**config.mk**
```make
export PLATFORM = sky130hd
export DESIGN_NAME = c_expression_token_lexer_unit
export DESIGN_NICKNAME = d
export VERILOG_FILES = /design/src/cetl_pkg.sv /design/src/c_expression_token_lexer_unit.sv /design/src/cetl_lex.sv /design/src/cetl_outq.sv
export SDC_FILE = /design/constraint.sdc
export NUM_CORES = 1
export LEC_CHECK = 0
export BUFFER_PORTS_ARGS = -buffer_cell sky130_fd_sc_hd__buf_2
export CAP_MARGIN = 30
export CORE_MARGIN = 2
export CORE_UTILIZATION = 59
export DETAILED_ROUTE_END_ITERATION = 8
export PLACE_DENSITY = 0.86
export SKIP_LAST_GASP = 1
export SYNTH_ARGS = -nofsm -noshare
export SYNTH_HDL_FRONTEND = slang
export SYNTH_SLANG_ARGS = --single-unit
```
**constraint.sdc**
```tcl
create_clock -name clk -period 7.1 [get_ports clk]
set_clock_uncertainty 0.1 [all_clocks]
set_input_delay 0.355 -clock clk [delete_from_list [all_inputs] [get_ports clk]]
set_output_delay 0.355 -clock clk [all_outputs]
set_load 0.1 [all_outputs]
```
**src/cetl_pkg.sv**
```systemverilog
// Package for the preprocessor expression lexer: token, operator and error
// codes, the lexer state type and the result record. No dependencies.
`default_nettype none
package cetl_pkg;

	localparam logic [2:0] K_IDENT  = 3'd0;
	localparam logic [2:0] K_NUMBER = 3'd1;
	localparam logic [2:0] K_STRING = 3'd2;
	localparam logic [2:0] K_CHAR   = 3'd3;
	localparam logic [2:0] K_OP     = 3'd4;
	localparam logic [2:0] K_HEADER = 3'd5;
	localparam logic [2:0] K_ERROR  = 3'd6;

	localparam logic [4:0] OP_OROR     = 5'd0;
	localparam logic [4:0] OP_ANDAND   = 5'd1;
	localparam logic [4:0] OP_OR       = 5'd2;
	localparam logic [4:0] OP_AND      = 5'd3;
	localparam logic [4:0] OP_NOT      = 5'd4;
	localparam logic [4:0] OP_NE       = 5'd5;
	localparam logic [4:0] OP_EQEQ     = 5'd6;
	localparam logic [4:0] OP_ASSIGN   = 5'd7;
	localparam logic [4:0] OP_LT       = 5'd8;
	localparam logic [4:0] OP_LE       = 5'd9;
	localparam logic [4:0] OP_SHL      = 5'd10;
	localparam logic [4:0] OP_GT       = 5'd11;
	localparam logic [4:0] OP_GE       = 5'd12;
	localparam logic [4:0] OP_SHR      = 5'd13;
	localparam logic [4:0] OP_PLUS     = 5'd14;
	localparam logic [4:0] OP_MINUS    = 5'd15;
	localparam logic [4:0] OP_HASH     = 5'd16;
	localparam logic [4:0] OP_HASHHASH = 5'd17;
	localparam logic [4:0] OP_DOT      = 5'd18;
	localparam logic [4:0] OP_DOTS     = 5'd19;
	localparam logic [4:0] OP_STAR     = 5'd20;
	localparam logic [4:0] OP_SLASH    = 5'd21;
	localparam logic [4:0] OP_PERCENT  = 5'd22;
	localparam logic [4:0] OP_LPAREN   = 5'd23;
	localparam logic [4:0] OP_RPAREN   = 5'd24;
	localparam logic [4:0] OP_QUEST    = 5'd25;
	localparam logic [4:0] OP_COLON    = 5'd26;
	localparam logic [4:0] OP_COMMA    = 5'd27;
	localparam logic [4:0] OP_OTHER    = 5'd28;

	localparam logic [2:0] E_NONE    = 3'd0;
	localparam logic [2:0] E_DIGIT89 = 3'd1;
	localparam logic [2:0] E_BARE0X  = 3'd2;
	localparam logic [2:0] E_INCR    = 3'd3;
	localparam logic [2:0] E_DECR    = 3'd4;
	localparam logic [2:0] E_UNTERM  = 3'd5;

	localparam logic [2:0] REG_INCLUDE_MODE = 3'd0;

	localparam int unsigned OUTQ_DEPTH = 4;

	typedef enum logic [4:0] {
		S_IDLE, S_IDENT, S_NUM0, S_0X, S_DEC, S_OCT, S_HEX, S_SUF1, S_SUF2,
		S_VBAR, S_AMP, S_BANG, S_EQ, S_LESS, S_MORE, S_PLUS, S_MINUS,
		S_STR, S_ESC, S_XESC, S_SHARP, S_DOT, S_DOT2
	} lex_state_t;

	typedef struct packed {
		logic [2:0]  kind;
		logic [4:0]  op;
		logic [31:0] num;
		logic [7:0]  chv;
		logic [2:0]  err;
		logic        last;
	} result_t;

	function automatic result_t mk_res(logic [2:0] kind, logic [4:0] op,
			logic [31:0] num, logic [7:0] chv, logic [2:0] err);
		result_t r;
		r.kind = kind;
		r.op   = op;
		r.num  = num;
		r.chv  = chv;
		r.err  = err;
		r.last = 1'b0;
		return r;
	endfunction

	function automatic logic is_hex(logic [7:0] c);
		return (c >= "0" && c <= "9") || (c >= "a" && c <= "f") || (c >= "A" && c <= "F");
	endfunction

	function automatic logic [3:0] hex_val(logic [7:0] c);
		logic [7:0] v;
		if (c >= "0" && c <= "9") v = c - 8'h30;
		else if (c >= "a" && c <= "f") v = c - 8'h57;
		else v = c - 8'h37;
		return v[3:0];
	endfunction

endpackage
`default_nettype wire

```
**src/c_expression_token_lexer_unit.sv**
```systemverilog
// Top level of the preprocessor expression lexer: config register, lexer
// stage and result queue. Depends on cetl_pkg, cetl_lex, cetl_outq.
//
//   channel   direction  signals
//   input     in         in_valid, in_ready, char_code
//   result    out        out_valid, out_ready, token_kind..last
//   config    in         psel, penable, pwrite, paddr, pwdata, prdata, pready
//
// One character a cycle while the result queue has room; a result is offered
// after its character has passed the input register and then the result queue.
// A two-result character takes one step; the queue drains one per out_ready cycle.
// Input stalls only when the four-entry result queue has fewer than two free slots.
// Reset clears lexer state, queue and include_mode; no clearing pass.
`default_nettype none
module c_expression_token_lexer_unit (
	input  wire logic        clk,
	input  wire logic        arst_n,
	input  wire logic        in_valid,
	output logic             in_ready,
	input  wire logic [7:0]  char_code,
	output logic             out_valid,
	input  wire logic        out_ready,
	output logic [2:0]       token_kind,
	output logic [4:0]       op_code,
	output logic [31:0]      number_value,
	output logic signed [7:0] char_value,
	output logic [2:0]       error_code,
	output logic             last,
	input  wire logic        psel,
	input  wire logic        penable,
	input  wire logic        pwrite,
	input  wire logic [2:0]  paddr,
	input  wire logic [31:0] pwdata,
	output logic [31:0]      prdata,
	output logic             pready
);

	logic              include_mode_q;
	logic              room;
	logic [1:0]        push_n;
	cetl_pkg::result_t res0, res1, head;

	assign pready = 1'b1;
	assign prdata = (paddr == cetl_pkg::REG_INCLUDE_MODE) ? {31'd0, include_mode_q} : 32'd0;

	// Config register write
	always_ff @(posedge clk or negedge arst_n) begin
		if (!arst_n) begin
			include_mode_q <= 1'b0;
		end else if (psel && penable && pwrite && paddr == cetl_pkg::REG_INCLUDE_MODE) begin
			include_mode_q <= pwdata[0];
		end
	end

	cetl_lex u_lex (
		.clk          (clk),
		.arst_n       (arst_n),
		.in_valid     (in_valid),
		.in_ready     (in_ready),
		.char_code    (char_code),
		.include_mode (include_mode_q),
		.room         (room),
		.push_n       (push_n),
		.res0         (res0),
		.res1         (res1)
	);

	cetl_outq u_outq (
		.clk       (clk),
		.arst_n    (arst_n),
		.push_n    (push_n),
		.res0      (res0),
		.res1      (res1),
		.room      (room),
		.out_valid (out_valid),
		.out_ready (out_ready),
		.head      (head)
	);

	assign token_kind   = head.kind;
	assign op_code      = head.op;
	assign number_value = head.num;
	assign char_value   = head.chv;
	assign error_code   = head.err;
	assign last         = head.last;

endmodule
`default_nettype wire

```
**src/cetl_lex.sv**
```systemverilog
// Lexer stage: input register, lexer state and one-character step logic.
// Depends on cetl_pkg.
`default_nettype none
module cetl_lex (
	input  wire logic            clk,
	input  wire logic            arst_n,
	input  wire logic            in_valid,
	output logic                 in_ready,
	input  wire logic [7:0]      char_code,
	input  wire logic            include_mode,
	input  wire logic            room,
	output logic [1:0]           push_n,
	output cetl_pkg::result_t    res0,
	output cetl_pkg::result_t    res1
);

	typedef struct packed {
		logic                 emit;
		cetl_pkg::result_t    res;
		cetl_pkg::lex_state_t ns;
		logic                 set_lpc;
	} str_out_t;

	logic                 valid_s1;
	logic [7:0]           char_s1;
	logic                 fire;
	cetl_pkg::lex_state_t state_q, ns;
	logic [31:0]          acc_q, nacc;
	logic                 qd_q, nqd;
	logic [7:0]           lpc_q, nlpc;
	logic                 skip_q, nskip;
	logic                 e1, e2, relex;
	cetl_pkg::result_t    r1, r2;
	logic [7:0]           c;

	// Character handling inside a quoted literal
	function automatic str_out_t str_char(logic [7:0] ch, logic qd, logic [7:0] lpc);
		str_out_t o;
		o.emit = 1'b0;
		o.res = cetl_pkg::mk_res(cetl_pkg::K_STRING, 5'd0, 32'd0, 8'd0, cetl_pkg::E_NONE);
		o.ns = cetl_pkg::S_STR;
		o.set_lpc = 1'b0;
		if (ch == "\"") begin
			if (qd) begin
				o.emit = 1'b1;
				o.ns = cetl_pkg::S_IDLE;
			end
		end else if (ch == "'") begin
			if (!qd) begin
				o.emit = 1'b1;
				o.res = cetl_pkg::mk_res(cetl_pkg::K_CHAR, 5'd0, 32'd0, lpc, cetl_pkg::E_NONE);
				o.ns = cetl_pkg::S_IDLE;
			end
		end else if (ch == "\\") begin
			o.ns = cetl_pkg::S_ESC;
		end else if (ch == 8'd0) begin
			o.emit = 1'b1;
			o.res = cetl_pkg::mk_res(cetl_pkg::K_ERROR, 5'd0, 32'd0, 8'd0, cetl_pkg::E_UNTERM);
			o.ns = cetl_pkg::S_IDLE;
		end else begin
			o.set_lpc = 1'b1;
		end
		return o;
	endfunction

	assign c = char_s1;
	assign fire = valid_s1 && room;
	assign in_ready = !valid_s1 || fire;

	// Hold the accepted character until the step can push its results
	always_ff @(posedge clk or negedge arst_n) begin
		if (!arst_n) begin
			valid_s1 <= 1'b0;
		end else if (in_ready) begin
			valid_s1 <= in_valid;
		end
	end

	always_ff @(posedge clk) begin
		if (in_ready && in_valid) begin
			char_s1 <= char_code;
		end
	end

	// One step: token continuation, then a second pass from idle if needed
	always_comb begin
		str_out_t so;
		ns = state_q;
		nacc = acc_q;
		nqd = qd_q;
		nlpc = lpc_q;
		nskip = skip_q;
		e1 = 1'b0;
		e2 = 1'b0;
		relex = 1'b0;
		r1 = cetl_pkg::mk_res(cetl_pkg::K_OP, 5'd0, 32'd0, 8'd0, cetl_pkg::E_NONE);
		r2 = r1;
		so = str_char(c, qd_q, lpc_q);
		if (skip_q) begin
			if (c == 8'd0) nskip = 1'b0;
		end else begin
			case (state_q)
				cetl_pkg::S_IDENT: begin
					if ((c >= "a" && c <= "z") || (c >= "A" && c <= "Z") ||
						(c >= "0" && c <= "9") || c == "_") begin
						ns = cetl_pkg::S_IDENT;
					end else if (c == "\"" || c == "'") begin
						ns = cetl_pkg::S_STR;
						nqd = (c == "\"");
						nlpc = 8'hFF;
					end else begin
						e1 = 1'b1;
						r1.kind = cetl_pkg::K_IDENT;
						ns = cetl_pkg::S_IDLE;
						relex = 1'b1;
					end
				end
				cetl_pkg::S_NUM0: begin
					if (c == "x" || c == "X") begin
						nacc = 32'd0;
						ns = cetl_pkg::S_0X;
					end else if (c >= "0" && c <= "7") begin
						nacc = {29'd0, c[2:0]};
						ns = cetl_pkg::S_OCT;
					end else if (c == "8" || c == "9") begin
						e1 = 1'b1;
						r1.kind = cetl_pkg::K_ERROR;
						r1.err = cetl_pkg::E_DIGIT89;
						ns = cetl_pkg::S_IDLE;
						nskip = 1'b1;
					end else begin
						e1 = 1'b1;
						r1.kind = cetl_pkg::K_NUMBER;
						r1.num = acc_q;
						ns = cetl_pkg::S_IDLE;
						relex = 1'b1;
					end
				end
				cetl_pkg::S_OCT: begin
					if (c >= "0" && c <= "7") begin
						nacc = {acc_q[28:0], c[2:0]};
					end else begin
						e1 = 1'b1;
						r1.kind = cetl_pkg::K_NUMBER;
						r1.num = acc_q;
						ns = cetl_pkg::S_IDLE;
						relex = 1'b1;
					end
				end
				cetl_pkg::S_0X: begin
					if (cetl_pkg::is_hex(c)) begin
						nacc = {28'd0, cetl_pkg::hex_val(c)};
						ns = cetl_pkg::S_HEX;
					end else begin
						e1 = 1'b1;
						r1.kind = cetl_pkg::K_ERROR;
						r1.err = cetl_pkg::E_BARE0X;
						ns = cetl_pkg::S_IDLE;
						nskip = (c != 8'd0);
					end
				end
				cetl_pkg::S_HEX, cetl_pkg::S_DEC: begin
					if (state_q == cetl_pkg::S_HEX && cetl_pkg::is_hex(c)) begin
						nacc = {acc_q[27:0], cetl_pkg::hex_val(c)};
					end else if (state_q == cetl_pkg::S_DEC && c >= "0" && c <= "9") begin
						nacc = {acc_q[28:0], 3'd0} + {acc_q[30:0], 1'b0} +
							{28'd0, c[3:0]};
					end else if (c == "u" || c == "U") begin
						ns = cetl_pkg::S_SUF1;
					end else if (c == "l" || c == "L") begin
						ns = cetl_pkg::S_SUF2;
					end else begin
						e1 = 1'b1;
						r1.kind = cetl_pkg::K_NUMBER;
						r1.num = acc_q;
						ns = cetl_pkg::S_IDLE;
						relex = 1'b1;
					end
				end
				cetl_pkg::S_SUF1: begin
					if (c == "l" || c == "L") begin
						ns = cetl_pkg::S_SUF2;
					end else begin
						e1 = 1'b1;
						r1.kind = cetl_pkg::K_NUMBER;
						r1.num = acc_q;
						ns = cetl_pkg::S_IDLE;
						relex = 1'b1;
					end
				end
				cetl_pkg::S_SUF2: begin
					e1 = 1'b1;
					r1.kind = cetl_pkg::K_NUMBER;
					r1.num = acc_q;
					ns = cetl_pkg::S_IDLE;
					relex = !(c == "l" || c == "L");
				end
				cetl_pkg::S_VBAR: begin
					e1 = 1'b1;
					ns = cetl_pkg::S_IDLE;
					if (c == "|") r1.op = cetl_pkg::OP_OROR;
					else begin
						r1.op = cetl_pkg::OP_OR;
						relex = 1'b1;
					end
				end
				cetl_pkg::S_AMP: begin
					e1 = 1'b1;
					ns = cetl_pkg::S_IDLE;
					if (c == "&") r1.op = cetl_pkg::OP_ANDAND;
					else begin
						r1.op = cetl_pkg::OP_AND;
						relex = 1'b1;
					end
				end
				cetl_pkg::S_BANG: begin
					e1 = 1'b1;
					ns = cetl_pkg::S_IDLE;
					if (c == "=") r1.op = cetl_pkg::OP_NE;
					else begin
						r1.op = cetl_pkg::OP_NOT;
						relex = 1'b1;
					end
				end
				cetl_pkg::S_EQ: begin
					e1 = 1'b1;
					ns = cetl_pkg::S_IDLE;
					if (c == "=") r1.op = cetl_pkg::OP_EQEQ;
					else begin
						r1.op = cetl_pkg::OP_ASSIGN;
						relex = 1'b1;
					end
				end
				cetl_pkg::S_LESS, cetl_pkg::S_MORE: begin
					if (include_mode) begin
						if (c == ">" || c == 8'd0) begin
							e1 = 1'b1;
							r1.kind = cetl_pkg::K_HEADER;
							ns = cetl_pkg::S_IDLE;
						end
					end else begin
						e1 = 1'b1;
						ns = cetl_pkg::S_IDLE;
						if (c == "=") begin
							r1.op = (state_q == cetl_pkg::S_LESS) ?
								cetl_pkg::OP_LE : cetl_pkg::OP_GE;
						end else if (state_q == cetl_pkg::S_LESS && c == "<") begin
							r1.op = cetl_pkg::OP_SHL;
						end else if (state_q == cetl_pkg::S_MORE && c == ">") begin
							r1.op = cetl_pkg::OP_SHR;
						end else begin
							r1.op = (state_q == cetl_pkg::S_LESS) ?
								cetl_pkg::OP_LT : cetl_pkg::OP_GT;
							relex = 1'b1;
						end
					end
				end
				cetl_pkg::S_PLUS: begin
					e1 = 1'b1;
					ns = cetl_pkg::S_IDLE;
					if (c == "+") begin
						r1.kind = cetl_pkg::K_ERROR;
						r1.err = cetl_pkg::E_INCR;
						nskip = 1'b1;
					end else begin
						r1.op = cetl_pkg::OP_PLUS;
						relex = 1'b1;
					end
				end
				cetl_pkg::S_MINUS: begin
					e1 = 1'b1;
					ns = cetl_pkg::S_IDLE;
					if (c == "-") begin
						r1.kind = cetl_pkg::K_ERROR;
						r1.err = cetl_pkg::E_DECR;
						nskip = 1'b1;
					end else begin
						r1.op = cetl_pkg::OP_MINUS;
						relex = 1'b1;
					end
				end
				cetl_pkg::S_SHARP: begin
					e1 = 1'b1;
					ns = cetl_pkg::S_IDLE;
					if (c == "#") r1.op = cetl_pkg::OP_HASHHASH;
					else begin
						r1.op = cetl_pkg::OP_HASH;
						relex = 1'b1;
					end
				end
				cetl_pkg::S_DOT: begin
					if (c == ".") ns = cetl_pkg::S_DOT2;
					else begin
						e1 = 1'b1;
						r1.op = cetl_pkg::OP_DOT;
						ns = cetl_pkg::S_IDLE;
						relex = 1'b1;
					end
				end
				cetl_pkg::S_DOT2: begin
					e1 = 1'b1;
					r1.op = cetl_pkg::OP_DOTS;
					ns = cetl_pkg::S_IDLE;
				end
				cetl_pkg::S_STR, cetl_pkg::S_XESC: begin
					if (state_q == cetl_pkg::S_XESC && cetl_pkg::is_hex(c)) begin
						ns = cetl_pkg::S_XESC;
					end else begin
						e1 = so.emit;
						r1 = so.res;
						ns = so.ns;
						if (so.set_lpc) nlpc = c;
					end
				end
				cetl_pkg::S_ESC: begin
					if (c == 8'd0) begin
						e1 = 1'b1;
						r1.kind = cetl_pkg::K_ERROR;
						r1.err = cetl_pkg::E_UNTERM;
						ns = cetl_pkg::S_IDLE;
					end else if (c == "x" || c == "X") begin
						ns = cetl_pkg::S_XESC;
					end else begin
						ns = cetl_pkg::S_STR;
					end
				end
				default: begin
					ns = cetl_pkg::S_IDLE;
					relex = 1'b1;
				end
			endcase

			// Second pass from idle
			if (relex) begin
				case (c)
					8'd0, " ", "\t": ;
					"\n": nskip = 1'b1;
					"0": begin
						nacc = 32'd0;
						ns = cetl_pkg::S_NUM0;
					end
					"|": ns = cetl_pkg::S_VBAR;
					"&": ns = cetl_pkg::S_AMP;
					"!": ns = cetl_pkg::S_BANG;
					"=": ns = cetl_pkg::S_EQ;
					"<": ns = cetl_pkg::S_LESS;
					">": ns = cetl_pkg::S_MORE;
					"+": ns = cetl_pkg::S_PLUS;
					"-": ns = cetl_pkg::S_MINUS;
					"#": ns = cetl_pkg::S_SHARP;
					".": ns = cetl_pkg::S_DOT;
					"\"", "'": begin
						ns = cetl_pkg::S_STR;
						nqd = (c == "\"");
						nlpc = 8'hFF;
					end
					"*": begin e2 = 1'b1; r2.op = cetl_pkg::OP_STAR; end
					"/": begin e2 = 1'b1; r2.op = cetl_pkg::OP_SLASH; end
					"%": begin e2 = 1'b1; r2.op = cetl_pkg::OP_PERCENT; end
					"(": begin e2 = 1'b1; r2.op = cetl_pkg::OP_LPAREN; end
					")": begin e2 = 1'b1; r2.op = cetl_pkg::OP_RPAREN; end
					"?": begin e2 = 1'b1; r2.op = cetl_pkg::OP_QUEST; end
					":": begin e2 = 1'b1; r2.op = cetl_pkg::OP_COLON; end
					",": begin e2 = 1'b1; r2.op = cetl_pkg::OP_COMMA; end
					default: begin
						if (c >= "1" && c <= "9") begin
							nacc = {28'd0, c[3:0]};
							ns = cetl_pkg::S_DEC;
						end else if ((c >= "a" && c <= "z") || (c >= "A" && c <= "Z") ||
							c == "_") begin
							ns = cetl_pkg::S_IDENT;
						end else begin
							e2 = 1'b1;
							r2.op = cetl_pkg::OP_OTHER;
							r2.chv = c;
						end
					end
				endcase
			end
		end
	end

	// Order the results and mark the final one
	always_comb begin
		res0 = e1 ? r1 : r2;
		res1 = r2;
		push_n = 2'd0;
		if (fire) push_n = {1'b0, e1} + {1'b0, e2};
		if (e1 && e2) res1.last = 1'b1;
		else res0.last = 1'b1;
	end

	// Advance lexer state on each processed character
	always_ff @(posedge clk or negedge arst_n) begin
		if (!arst_n) begin
			state_q <= cetl_pkg::S_IDLE;
			acc_q <= 32'd0;
			qd_q <= 1'b0;
			lpc_q <= 8'hFF;
			skip_q <= 1'b0;
		end else if (fire) begin
			state_q <= ns;
			acc_q <= nacc;
			qd_q <= nqd;
			lpc_q <= nlpc;
			skip_q <= nskip;
		end
	end

endmodule
`default_nettype wire

```
**src/cetl_outq.sv**
```systemverilog
// Result queue: takes up to two results a cycle, gives one per transfer.
// Depends on cetl_pkg.
`default_nettype none
module cetl_outq (
	input  wire logic            clk,
	input  wire logic            arst_n,
	input  wire logic [1:0]      push_n,
	input  cetl_pkg::result_t    res0,
	input  cetl_pkg::result_t    res1,
	output logic                 room,
	output logic                 out_valid,
	input  wire logic            out_ready,
	output cetl_pkg::result_t    head
);

	localparam int unsigned AW = $clog2(cetl_pkg::OUTQ_DEPTH);

	cetl_pkg::result_t mem_q [cetl_pkg::OUTQ_DEPTH];
	logic [AW-1:0]     wr_q, rd_q;
	logic [AW:0]       cnt_q;
	logic              pop;

	assign out_valid = (cnt_q != '0);
	assign pop = out_valid && out_ready;
	assign room = (cnt_q <= (AW+1)'(cetl_pkg::OUTQ_DEPTH - 2));
	assign head = mem_q[rd_q];

	// Store pushed results
	always_ff @(posedge clk) begin
		if (push_n != 2'd0) mem_q[wr_q] <= res0;
		if (push_n == 2'd2) mem_q[wr_q + AW'(1)] <= res1;
	end

	// Advance pointers and count
	always_ff @(posedge clk or negedge arst_n) begin
		if (!arst_n) begin
			wr_q <= '0;
			rd_q <= '0;
			cnt_q <= '0;
		end else begin
			wr_q <= wr_q + AW'(push_n);
			if (pop) rd_q <= rd_q + AW'(1);
			cnt_q <= cnt_q + (AW+1)'(push_n) - (AW+1)'(pop);
		end
	end

endmodule
`default_nettype wire

```
* Word level (Yosys, flattened, before mapping)
Memories as Yosys holds them, arrays and structs flattened.
Index checks and enable logic that the tools add are counted.
** Word-level totals
- Memory bits (writable) :: 208
- Input bits :: 50
- Memories :: 1
- Logic and storage cells :: 322
- Register bits :: 64
** Cells by class
- Reductions and logical operators :: 53
- Order comparisons :: 11
- Bitwise logic cells :: 1
- Equal/unequal tests :: 57
- Multiplexer cells :: 177
- $add $sub $neg :: 11
** Memory list
- u_outq.mem_q :: depth 4, width 52, read ports 1, clocked after Yosys merged registers in 0, wr ports 2, RTL line cetl_outq.sv:18 : cetl_pkg::result_t mem_q [cetl_pkg::OUTQ_DEPTH];
** Operator list (number)
- $mux 32 :: 16
- $mux 52 :: 4
- $pmux 32 s6 :: 1
- $eq 8x6->1 const B :: 23
- $mux 58 :: 3
- $mux 5 :: 27
- $pmux 32 s4 :: 1
- $mux 8 :: 12
- $eq 8x7->1 const B :: 9
- $mux 1 :: 67
- $pmux 5 s13 :: 1
- $pmux 32 s2 :: 1
- $pmux 5 s11 :: 1
- $mux 53 :: 1
- $mux 3 :: 17
- $pmux 5 s10 :: 1
- $pmux 5 s9 :: 1
- $eq 5x4->1 const B :: 8
- $pmux 3 s12 :: 1
- $eq 5x5->1 const B :: 7
- $add 32x32->32 :: 1
- $add 32x4->32 :: 1
- $le 8x7->1 const B :: 4
- $reduce_or 25->1 :: 1
- other kinds (41) :: 101

* Depth between registers and ports, before layout
Gate-level depths: netlist (run 1).
- Word-level depth :: 15
- Gate-level depth with buffers :: 23

* Hierarchy
A second synthesis (run 1) with hierarchy kept.
** Second synthesis, totals
- Cells, all modules :: 1628
- Area, all modules :: 18680.4 um^2
** By module, submodules not included
- cetl_outq :: area each 10482.6 um^2, times used 1, cells each 543, sequential area each 6421.2 um^2
- cetl_lex :: area each 7890.1 um^2, times used 1, cells each 1046, sequential area each 1451.4 um^2
- c_expression_token_lexer_unit :: area each 307.8 um^2, times used 1, cells each 39, sequential area each 25.0 um^2

* Worst setup path after synthesis (run 1)
No wires, ideal clock.
- Path type :: register -> register
- Start :: reg u_lex.char_s1[0] (netlist: u_lex.c[0])
- End :: mem u_outq.mem_q[1][0] in the netlist's numbering, enable pin
- Setup slack :: 1956 ps
- Data arrival time :: 4686 ps
- Clock period less this slack :: 5144 ps
- Library setup time :: 358 ps
- Data required time :: 6642 ps
- Cell stages (with the launch flop) :: 18
- Cell sequence :: edfxtp_1 -> clkbuf_1 -> inv_1 -> ha_1 -> clkbuf_1 -> mux4_2 -> a22o_1 -> a31o_2 -> or3b_1 -> or3b_1 -> a21o_1 -> inv_1 -> ha_1 -> clkbuf_1 -> nor4_1 -> nor2_1 -> clkbuf_1 -> inv_1
** RTL lines
- from (decl) :: RTL line cetl_lex.sv:25 : logic [7:0] char_s1;
- from (signal assigned) :: RTL line cetl_lex.sv:81 : char_s1 <= char_code;
- to (decl) :: RTL line cetl_outq.sv:18

==> impl_metrics.py, run 1 <==
metrics = {
    "power_and_ir_drop": {
        "cellPowerDensity_mw_per_mm2": 449.9,
        "power.share.switching_pct": 49.75,
        "p_comb_share_pct": 51.3,
        "switching_power_mw": 3.965,
        "internal_power_mw": 4.005,
        "cellLeakagePower_nw": 6.874,
        "vdd_ir_drop_max_v": 0.0004400,
        "p_clk_share_pct": 18.4,
        "power.share.sequential_pct": 30.3,
    },
    "floorplanning": {
        "core_area_mm2": 0.02755,
        "die_h_um": 170.8,
        "initial_core_util_pct": 59.57,
        "rows": 61,
        "horizontal_die_dimension_um": 170.8,
        "dieArea_mm2": 0.02917,
        "ios": 137,
    },
    "logic_synthesis": {
        "netlist_area_mm2": 0.01641,
        "number_of_distinct_library_cell_variants_in_the_gate_level_netlist_after_synthesis": 95,
        "dominantRegCellSynth": "sky130_fd_sc_hd__dfxtp_1",
        "postSynthRegisterBits": 272,
        "synth_edf_count": 64,
        "syn-instance-count": 1658,
        "synth.top_cell.area_share_pct": 18.54,
        "postSynthAreaPerCell_um2": 9.899,
        "synth_warnings": 0,
        "synth.top_cells.by_area": "sky130_fd_sc_hd__dfxtp_1 19%, sky130_fd_sc_hd__edfxtp_1 12%, sky130_fd_sc_hd__a32o_1 8.1%",
        "synth.largest_area_cell": "sky130_fd_sc_hd__dfxtp_1",
        "synth.yosys.seq_area_share_pct": 38.85,
        "synth-async-reset-ratio_pct": 20.59,
    },
    "setup_path": {
        "cp_cell_sequence": "inv_1 > ha_1 > o21ba_2 > o21a_1 > nor3_1 > a222oi_1 > nand4_1 > buf_4 > nand2b_1 > a21o_1 > inv_1 > ha_1 > nand2_1 > nand2_1 > and3_1 > nor2_2 > buf_4 > inv_1 > a2bb2oi_1",
        "cp.arrival_ns": 6.56,
        "slowest_stage": "sky130_fd_sc_hd__a222oi_1",
        "critical-path-top-cell-by-count": "sky130_fd_sc_hd__inv_1",
        "type_of_the_worst_setup_path": "reg2reg",
        "path_max_fanout": 38,
        "critical_path.max_stage_delay_ns": 0.68,
        "worst_setup_path_start_kind": "flip-flop",
        "timing.critical_path.required_ns": 7.40,
        "critical_path_buf_inv_count": 5,
        "path_delay_family": "compound AO/OA/AOI/OAI gates",
        "setup.worst_path.end_class": "flip-flop",
    },
    "detailed_routing": {
        "route.vias.total": 14443,
        "via_density_per_instance": 7.080,
        "drt_first_iter_violations": 1839,
        "drt.antenna.violating_nets": 0,
        "routedWlPerCell_um": 23.76,
        "wl_um": 48480,
        "drt_pass1_iterations": 6,
        "remaining_design_rule_violation_count": 0,
    },
    "clock_tree": {
        "clk_root_buffer_cell": "sky130_fd_sc_hd__clkbuf_16",
        "clock_tree.buffer_depth": 3,
        "clkSinkCount": 272,
        "cts_setup_buffers": 0,
        "tritoncts": "built",
        "cts_made_buffers": 28,
        "clock_tree.htree_level_count": 1,
        "clock_latency_reported_for_the_late_side_of_the_worst_skew_pair_ns": 0.57,
        "clk_transition_reported_paths_ns": 0.06,
    },
    "grt": {
        "global_route_wire_length_before_repair_um": 75220,
        "grt_max_degree": 73,
        "grtUsageTotal_pct": 32.63,
        "grt_pass1_vias": 13699,
        "grt.overflow.total": 0,
        "grt_antenna_before_repair": 0,
    },
    "timing": {
        "timing.fmax_mhz": 160.0,
        "finalMaxSlewViolations": 0,
        "unrepaired_setup_endpoints_after_global_routing": "no",
        "worst_pin_slew_ns": 1.017,
        "setup_total_negative_slack_ns": 0,
        "layout_min_cycle_time_ns": 6.252,
        "timing.final.setup_violations": 0,
        "hold_ws_ns": 0.06565,
        "timing.final.hold_violations": 0,
        "share_of_the_clock_period_used_by_the_worst_path_after_layout_pct": 88.05,
        "max-slew-margin-rel_pct": 32.02,
    },
    "finish": {
        "n_diodes": 0,
        "final_design_area_no_fill_mm2": 0.01771,
        "utilization_pct": 64.29,
        "design.final.nets": 1762,
        "area_growth_syn_to_fin_pct": 7.920,
        "layout-drive-gt1-share_pct": 15.22,
    },
    "placed_design": {
        "portBuffers": 73,
        "dpl.hpwl_um": 31790,
        "gp_congestion": 0.9742,
        "dpl_cell_area_mm2": 0.01668,
    },
    "worst_hold_path": {
        "min_path_type": "in2reg",
    },
    "run": {
        "reported_max_cap_violation_count": 0,
    },
    "run_status": {
        "outcome": "finished, final reports clean",
    },
}
==> through the flow <==
step / instances / setup WS (ns) / power [mW]
final: 2040 / 0.8482 / 7.970
after global routing: 2040 / 0.5372 / 8.337
after CTS: 2040 / 0.9534 / 7.875
after detailed placement: 1978 / 0.9983 / 6.399
after global placement: 1976 / 1.130 / 6.244
after floorplan: 1688 / 1.956 / 5.477
==> tightest hold or removal path, delay by kind of cell <==
kind | cells | cell delay [ns]
xor+xnor | 1 | 0.09
buf+inv | 1 | 0.07
simple gates | 1 | 0.17
==> synth_stat cells, drive strengths merged, types with 12 or more instances <==
cell type	number
mux4	53
nand2b	18
a22o	24
a21oi	72
nor2	105
nor3	37
a21o	24
inv	31
a221oi	14
and3	14
xnor2	22
buf	88
nand2	139
dfxtp	152
ha	68
o21ai	91
o22ai	53
clkbuf	103
edfxtp	64
a22oi	12
a211oi	12
a32o	132
nand3	37
nor2b	12
xor2	12
dfrtp	48
o211ai	16
and2	15
==> flip-flops by register name (all words and copies together), names as in the netlist <==
register,count
u_lex.lpc_q,8
u_outq.cnt_q,3
u_lex.valid_s1,1
u_lex.qd_q,1
include_mode_q,1
u_outq.mem_q,208
u_lex.c,8
u_lex.acc_q,32
u_outq.rd_q,2
u_outq.wr_q,2
u_lex.state_q,5
u_lex.skip_q,1
==> path summary, 6_finish.rpt <==
| path | to | slack (ns) | cells after the start | from |
|---|---|---|---|---|
| worst max-delay path | u_outq.mem_q[1][51] | 0.85 | 19 | u_lex.c[1] |
| worst min-delay path | u_outq.rd_q[0] | 0.07 | 3 | out_ready |
| worst max register to register | u_outq.mem_q[1][51] | 0.85 | 19 | u_lex.c[1] |
| worst min register to register | u_outq.mem_q[2][13] | 0.36 | 1 | u_outq.mem_q[2][13] |
| max in group asynchronous | u_outq.rd_q[0] | 5.91 | 3 | arst_n |
| min in group asynchronous | u_outq.cnt_q[2] | 0.38 | 3 | arst_n |
==> metal layers <==
metal | track usage [%] | share of wire, % | routed length, um | up-vias
li1 | - | - | - | 6351
met1 | 42.33 | 38 | 18420 | 6980
met2 | 53.58 | 48 | 23070 | 952
met3 | 4.256 | 9.1 | 4426 | 160
met4 | 16.95 | 5.3 | 2570 | 0
met5 | 0 | 0 | 0 | -
==> cells in the final DEF, fill, tap and decap left out, drive strengths merged, types with 64 or more instances in the layout <==
master  netlist  routed
dfxtp       152     152
nand2       139     139
a32o        132     132
nor2        105     105
buf          88     103
o21ai        91      91
a21oi        72      72
ha           68      68
edfxtp       64      64
==> kinds of logic (layout without fill, tap and decap cells) <==
family	after synthesis	in the layout	share of synthesized area, %
AO/OA/AOI/OAI	554	554	25.62
flip-flops	272	272	38.85
buffers and inverters	223	197	6.708
multiplexers	61	61	7.776
adder cells (fa/ha/maj)	71	71	5.550
XOR/XNOR	34	34	1.814
other	2	32	0.04576
AND/OR/NAND/NOR	441	441	13.64
==> power groups by stage <==
stage / clock network, mW / registers [mW] / logic (mW)
3_3_place_gp: 0 / 2.38 / 3.86
5_1_grt: 1.53 / 2.45 / 4.36
4_1_cts: 1.47 / 2.39 / 4.02
2_1_floorplan: 0 / 2.08 / 3.40
6_report: 1.46 / 2.42 / 4.09
3_5_place_dp: 0 / 2.42 / 3.98
==> area by class of cell <==
type                    count  area [um2]
well taps                 378       473.0
flip-flops and latches    272        6381
clock buffers              44       853.3
multi-input cells        1193        9075
inverters                  32       120.1
clock inverters             7       70.07
repair buffers            114       740.7
fillers                  2143        9839
==> timing repair <==
action	4_1_cts	5_1_grt
hold buffers	11	0
gates resized for setup	0	0
endpoints found under the hold margin	58	0
Power figures use the tool's default switching activity.
==> run 2, diff against run 1 <==
--- a/config.mk
+++ b/config.mk
@@ -10,7 +10,9 @@
 export CORE_MARGIN = 2
 export CORE_UTILIZATION = 59
 export DETAILED_ROUTE_END_ITERATION = 8
+export GPL_TIMING_DRIVEN = 0
 export PLACE_DENSITY = 0.86
+export SETUP_SLACK_MARGIN = 0.2
 export SKIP_LAST_GASP = 1
 export SYNTH_ARGS = -nofsm -noshare
 export SYNTH_HDL_FRONTEND = slang
==> impl_metrics.py, run 2 (synthesis results as in run 1) <==
metrics = {
    "clock_tree": {
        "clock_latency_reported_for_the_late_side_of_the_worst_skew_pair_ns": 0.57,
        "tritoncts": "built",
        "clock_tree.buffer_depth": 3,
        "clk_transition_reported_paths_ns": 0.06,
        "clk_root_buffer_cell": "sky130_fd_sc_hd__clkbuf_16",
        "cts_made_buffers": 28,
        "clkSinkCount": 272,
        "clock_tree.htree_level_count": 1,
    },
    "power_and_ir_drop": {
        "cellLeakagePower_nw": 7.240,
        "switching_power_mw": 4.177,
        "p_comb_share_pct": 55.7,
        "vdd_ir_drop_max_v": 0.0004542,
        "internal_power_mw": 4.132,
        "p_clk_share_pct": 18.7,
        "cellPowerDensity_mw_per_mm2": 449.3,
        "power.share.sequential_pct": 25.6,
        "power.share.switching_pct": 50.27,
    },
    "finish": {
        "most_frequent_cells_in_the_layout": "152 x sky130_fd_sc_hd__dfxtp_1, 138 x sky130_fd_sc_hd__nand2_1, 132 x sky130_fd_sc_hd__a32o_1",
        "largest_registers": "u_outq.mem_q: 208 flops, u_lex.acc_q: 32 flops",
        "design.final.nets": 1926,
        "flip_flop_count_of_the_largest_register_after_layout": 208,
        "most_frequent_standard_cell_in_the_layout_excluding_fill_and_tap_cells": "sky130_fd_sc_hd__dfxtp_1",
        "largest-register": "u_outq.mem_q",
        "n_diodes": 0,
        "filler_cell_count": 2120,
        "area_growth_syn_to_fin_pct": 12.68,
        "layout-drive-gt1-share_pct": 16.54,
    },
    "setup_path": {
        "cp.arrival_ns": 7.03,
        "critical-path-top-cell-by-count": "sky130_fd_sc_hd__clkbuf_1",
        "slowest_stage": "sky130_fd_sc_hd__edfxtp_1",
        "cp_cell_sequence": "inv_1 > ha_1 > clkbuf_1 > clkbuf_1 > nand3_2 > a32o_1 > a211oi_1 > nand4_1 > buf_2 > nand2b_1 > a21o_1 > inv_1 > ha_1 > clkbuf_1 > nand2_1 > nand2_1 > and3_1 > nor2_1 > clkbuf_1 > clkbuf_1 > a32o_1",
        "timing.critical_path.required_ns": 7.51,
        "setup.worst_path.end_class": "flip-flop",
        "worst-r2r-setup-slack_ns": 0.47,
        "critical_path.max_stage_delay_ns": 0.59,
        "worst_setup_path_start_kind": "flip-flop",
        "r2r_start": "u_lex.c[1]",
        "type_of_the_worst_setup_path": "reg2reg",
        "r2r-end": "u_outq.mem_q[1][35]",
        "path_max_fanout": 10,
        "rr_worst_depth": 21,
    },
    "detailed_routing": {
        "wl_um": 53490,
        "drt_pass1_iterations": 6,
        "via_density_per_instance": 7.024,
        "routedWlPerCell_um": 24.27,
        "route.vias.total": 15481,
        "remaining_design_rule_violation_count": 0,
        "drt_first_iter_violations": 2488,
        "drt.antenna.violating_nets": 0,
    },
    "floorplanning": {
        "core_area_mm2": 0.02755,
        "horizontal_die_dimension_um": 170.8,
        "initial_core_util_pct": 59.57,
        "ios": 137,
        "rows": 61,
        "dieArea_mm2": 0.02917,
        "die_h_um": 170.8,
    },
    "placed_design": {
        "portBuffers": 73,
        "gp_congestion": 1.003,
        "dpl.hpwl_um": 37770,
    },
    "grt": {
        "grt.overflow.total": 0,
        "grt_max_degree": 57,
        "grt_antenna_before_repair": 0,
        "global_route_wire_length_before_repair_um": 81810,
        "grtUsageTotal_pct": 36.00,
        "grt_pass1_vias": 14463,
    },
    "timing": {
        "timing.final.setup_violations": 0,
        "setup_total_negative_slack_ns": 0,
        "finalMaxSlewViolations": 0,
        "max-slew-margin-rel_pct": 24.52,
        "unrepaired_setup_endpoints_after_global_routing": "no",
        "hold_ws_ns": 0.07065,
        "share_of_the_clock_period_used_by_the_worst_path_after_layout_pct": 93.33,
        "timing.fmax_mhz": 150.9,
        "timing.final.hold_violations": 0,
        "worst_pin_slew_ns": 1.104,
        "layout_min_cycle_time_ns": 6.626,
    },
    "run": {
        "reported_max_cap_violation_count": 0,
    },
    "worst_hold_path": {
        "worstHoldPathCells": 3,
        "whs_endpoint": "include_mode_q",
        "min_path_type": "in2reg",
        "hold_path_startpoint": "penable",
    },
    "run_status": {
        "outcome": "finished, final reports clean",
    },
}
run 2: critical path, delay by kind of cell (launching register included):
family	cells	cell delay, ns
buffers and inverters	8	2.66
and+or+nand+nor	7	1.59
AOI/OAI and AO/OA	4	1.14
DFF	1	0.59
adders and majority gates	2	0.46
run 2: metal layers:
layer	vias to the layer above	global-route usage, %	wire (um)
met5	-	0	0
met4	0	18.54	2850
met3	207	5.020	5281
met2	1131	57.37	24900
met1	7451	48.07	20450
li1	6692	-	-
run 2: power by group through the flow:
stage	registers [mW]	logic (mW)	clock network, mW
global placement	2.13	4.40	0
finish	2.13	4.63	1.55
detailed placement	2.15	4.44	0
CTS	2.12	4.48	1.55
floorplan	2.08	3.40	0
global route	2.15	4.88	1.62
run 2: per-stage QoR:
step | cell area, um2 | instances | utilization (%) | setup WS, ns | power (mW)
floorplan | 16530 | 1688 | - | 1.956 | 5.477
detailed placement | 17370 | 2139 | 63.05 | 0.4825 | 6.588
global route | 18490 | 2204 | 67.12 | 0.2954 | 8.652
global placement | 17360 | 2139 | 63.02 | 0.4445 | 6.526
CTS | 18450 | 2201 | 66.97 | 0.4051 | 8.150
finish | 18490 | 2204 | 67.12 | 0.4735 | 8.309
run 2: repair_timing:
action	4_1_cts	5_1_grt
resized for setup	0	3
endpoints found under the setup margin	0	49
hold buffers	11	0
buffers inserted	0	2
hold endpoints to repair	58	0
run 2: worst max-delay path by stage:
| stage | end | cells after the start | slack (ns) | startpoint |
|---|---|---|---|---|
| 5_1_grt | u_outq.mem_q[1][35] | 21 | 0.30 | u_lex.c[1] |
| 4_1_cts | u_outq.mem_q[1][7] | 19 | 0.41 | u_lex.c[1] |
| 3_3_place_gp | u_outq.mem_q[1][10] | 19 | 0.44 | u_lex.c[1] |
| 6_report | u_outq.mem_q[1][35] | 21 | 0.47 | u_lex.c[1] |
| 2_1_floorplan | u_outq.mem_q[1][0] | 17 | 1.96 | u_lex.c[0] |
| 3_5_place_dp | u_outq.mem_q[1][10] | 19 | 0.48 | u_lex.c[1] |
run 2: cell type report:
type / count / area [um2] / share of cell area, %
timing repair buffer: 87 / 508.0 / 2.747
inverter: 32 / 127.6 / 0.6901
sequential: 272 / 6376 / 34.48
clock buffer: 33 / 729.5 / 3.944
buffer: 191 / 980.9 / 5.304
clock inverter: 18 / 239.0 / 1.292
tap: 378 / 473.0 / 2.557
multi-input combinational: 1193 / 9060 / 48.99
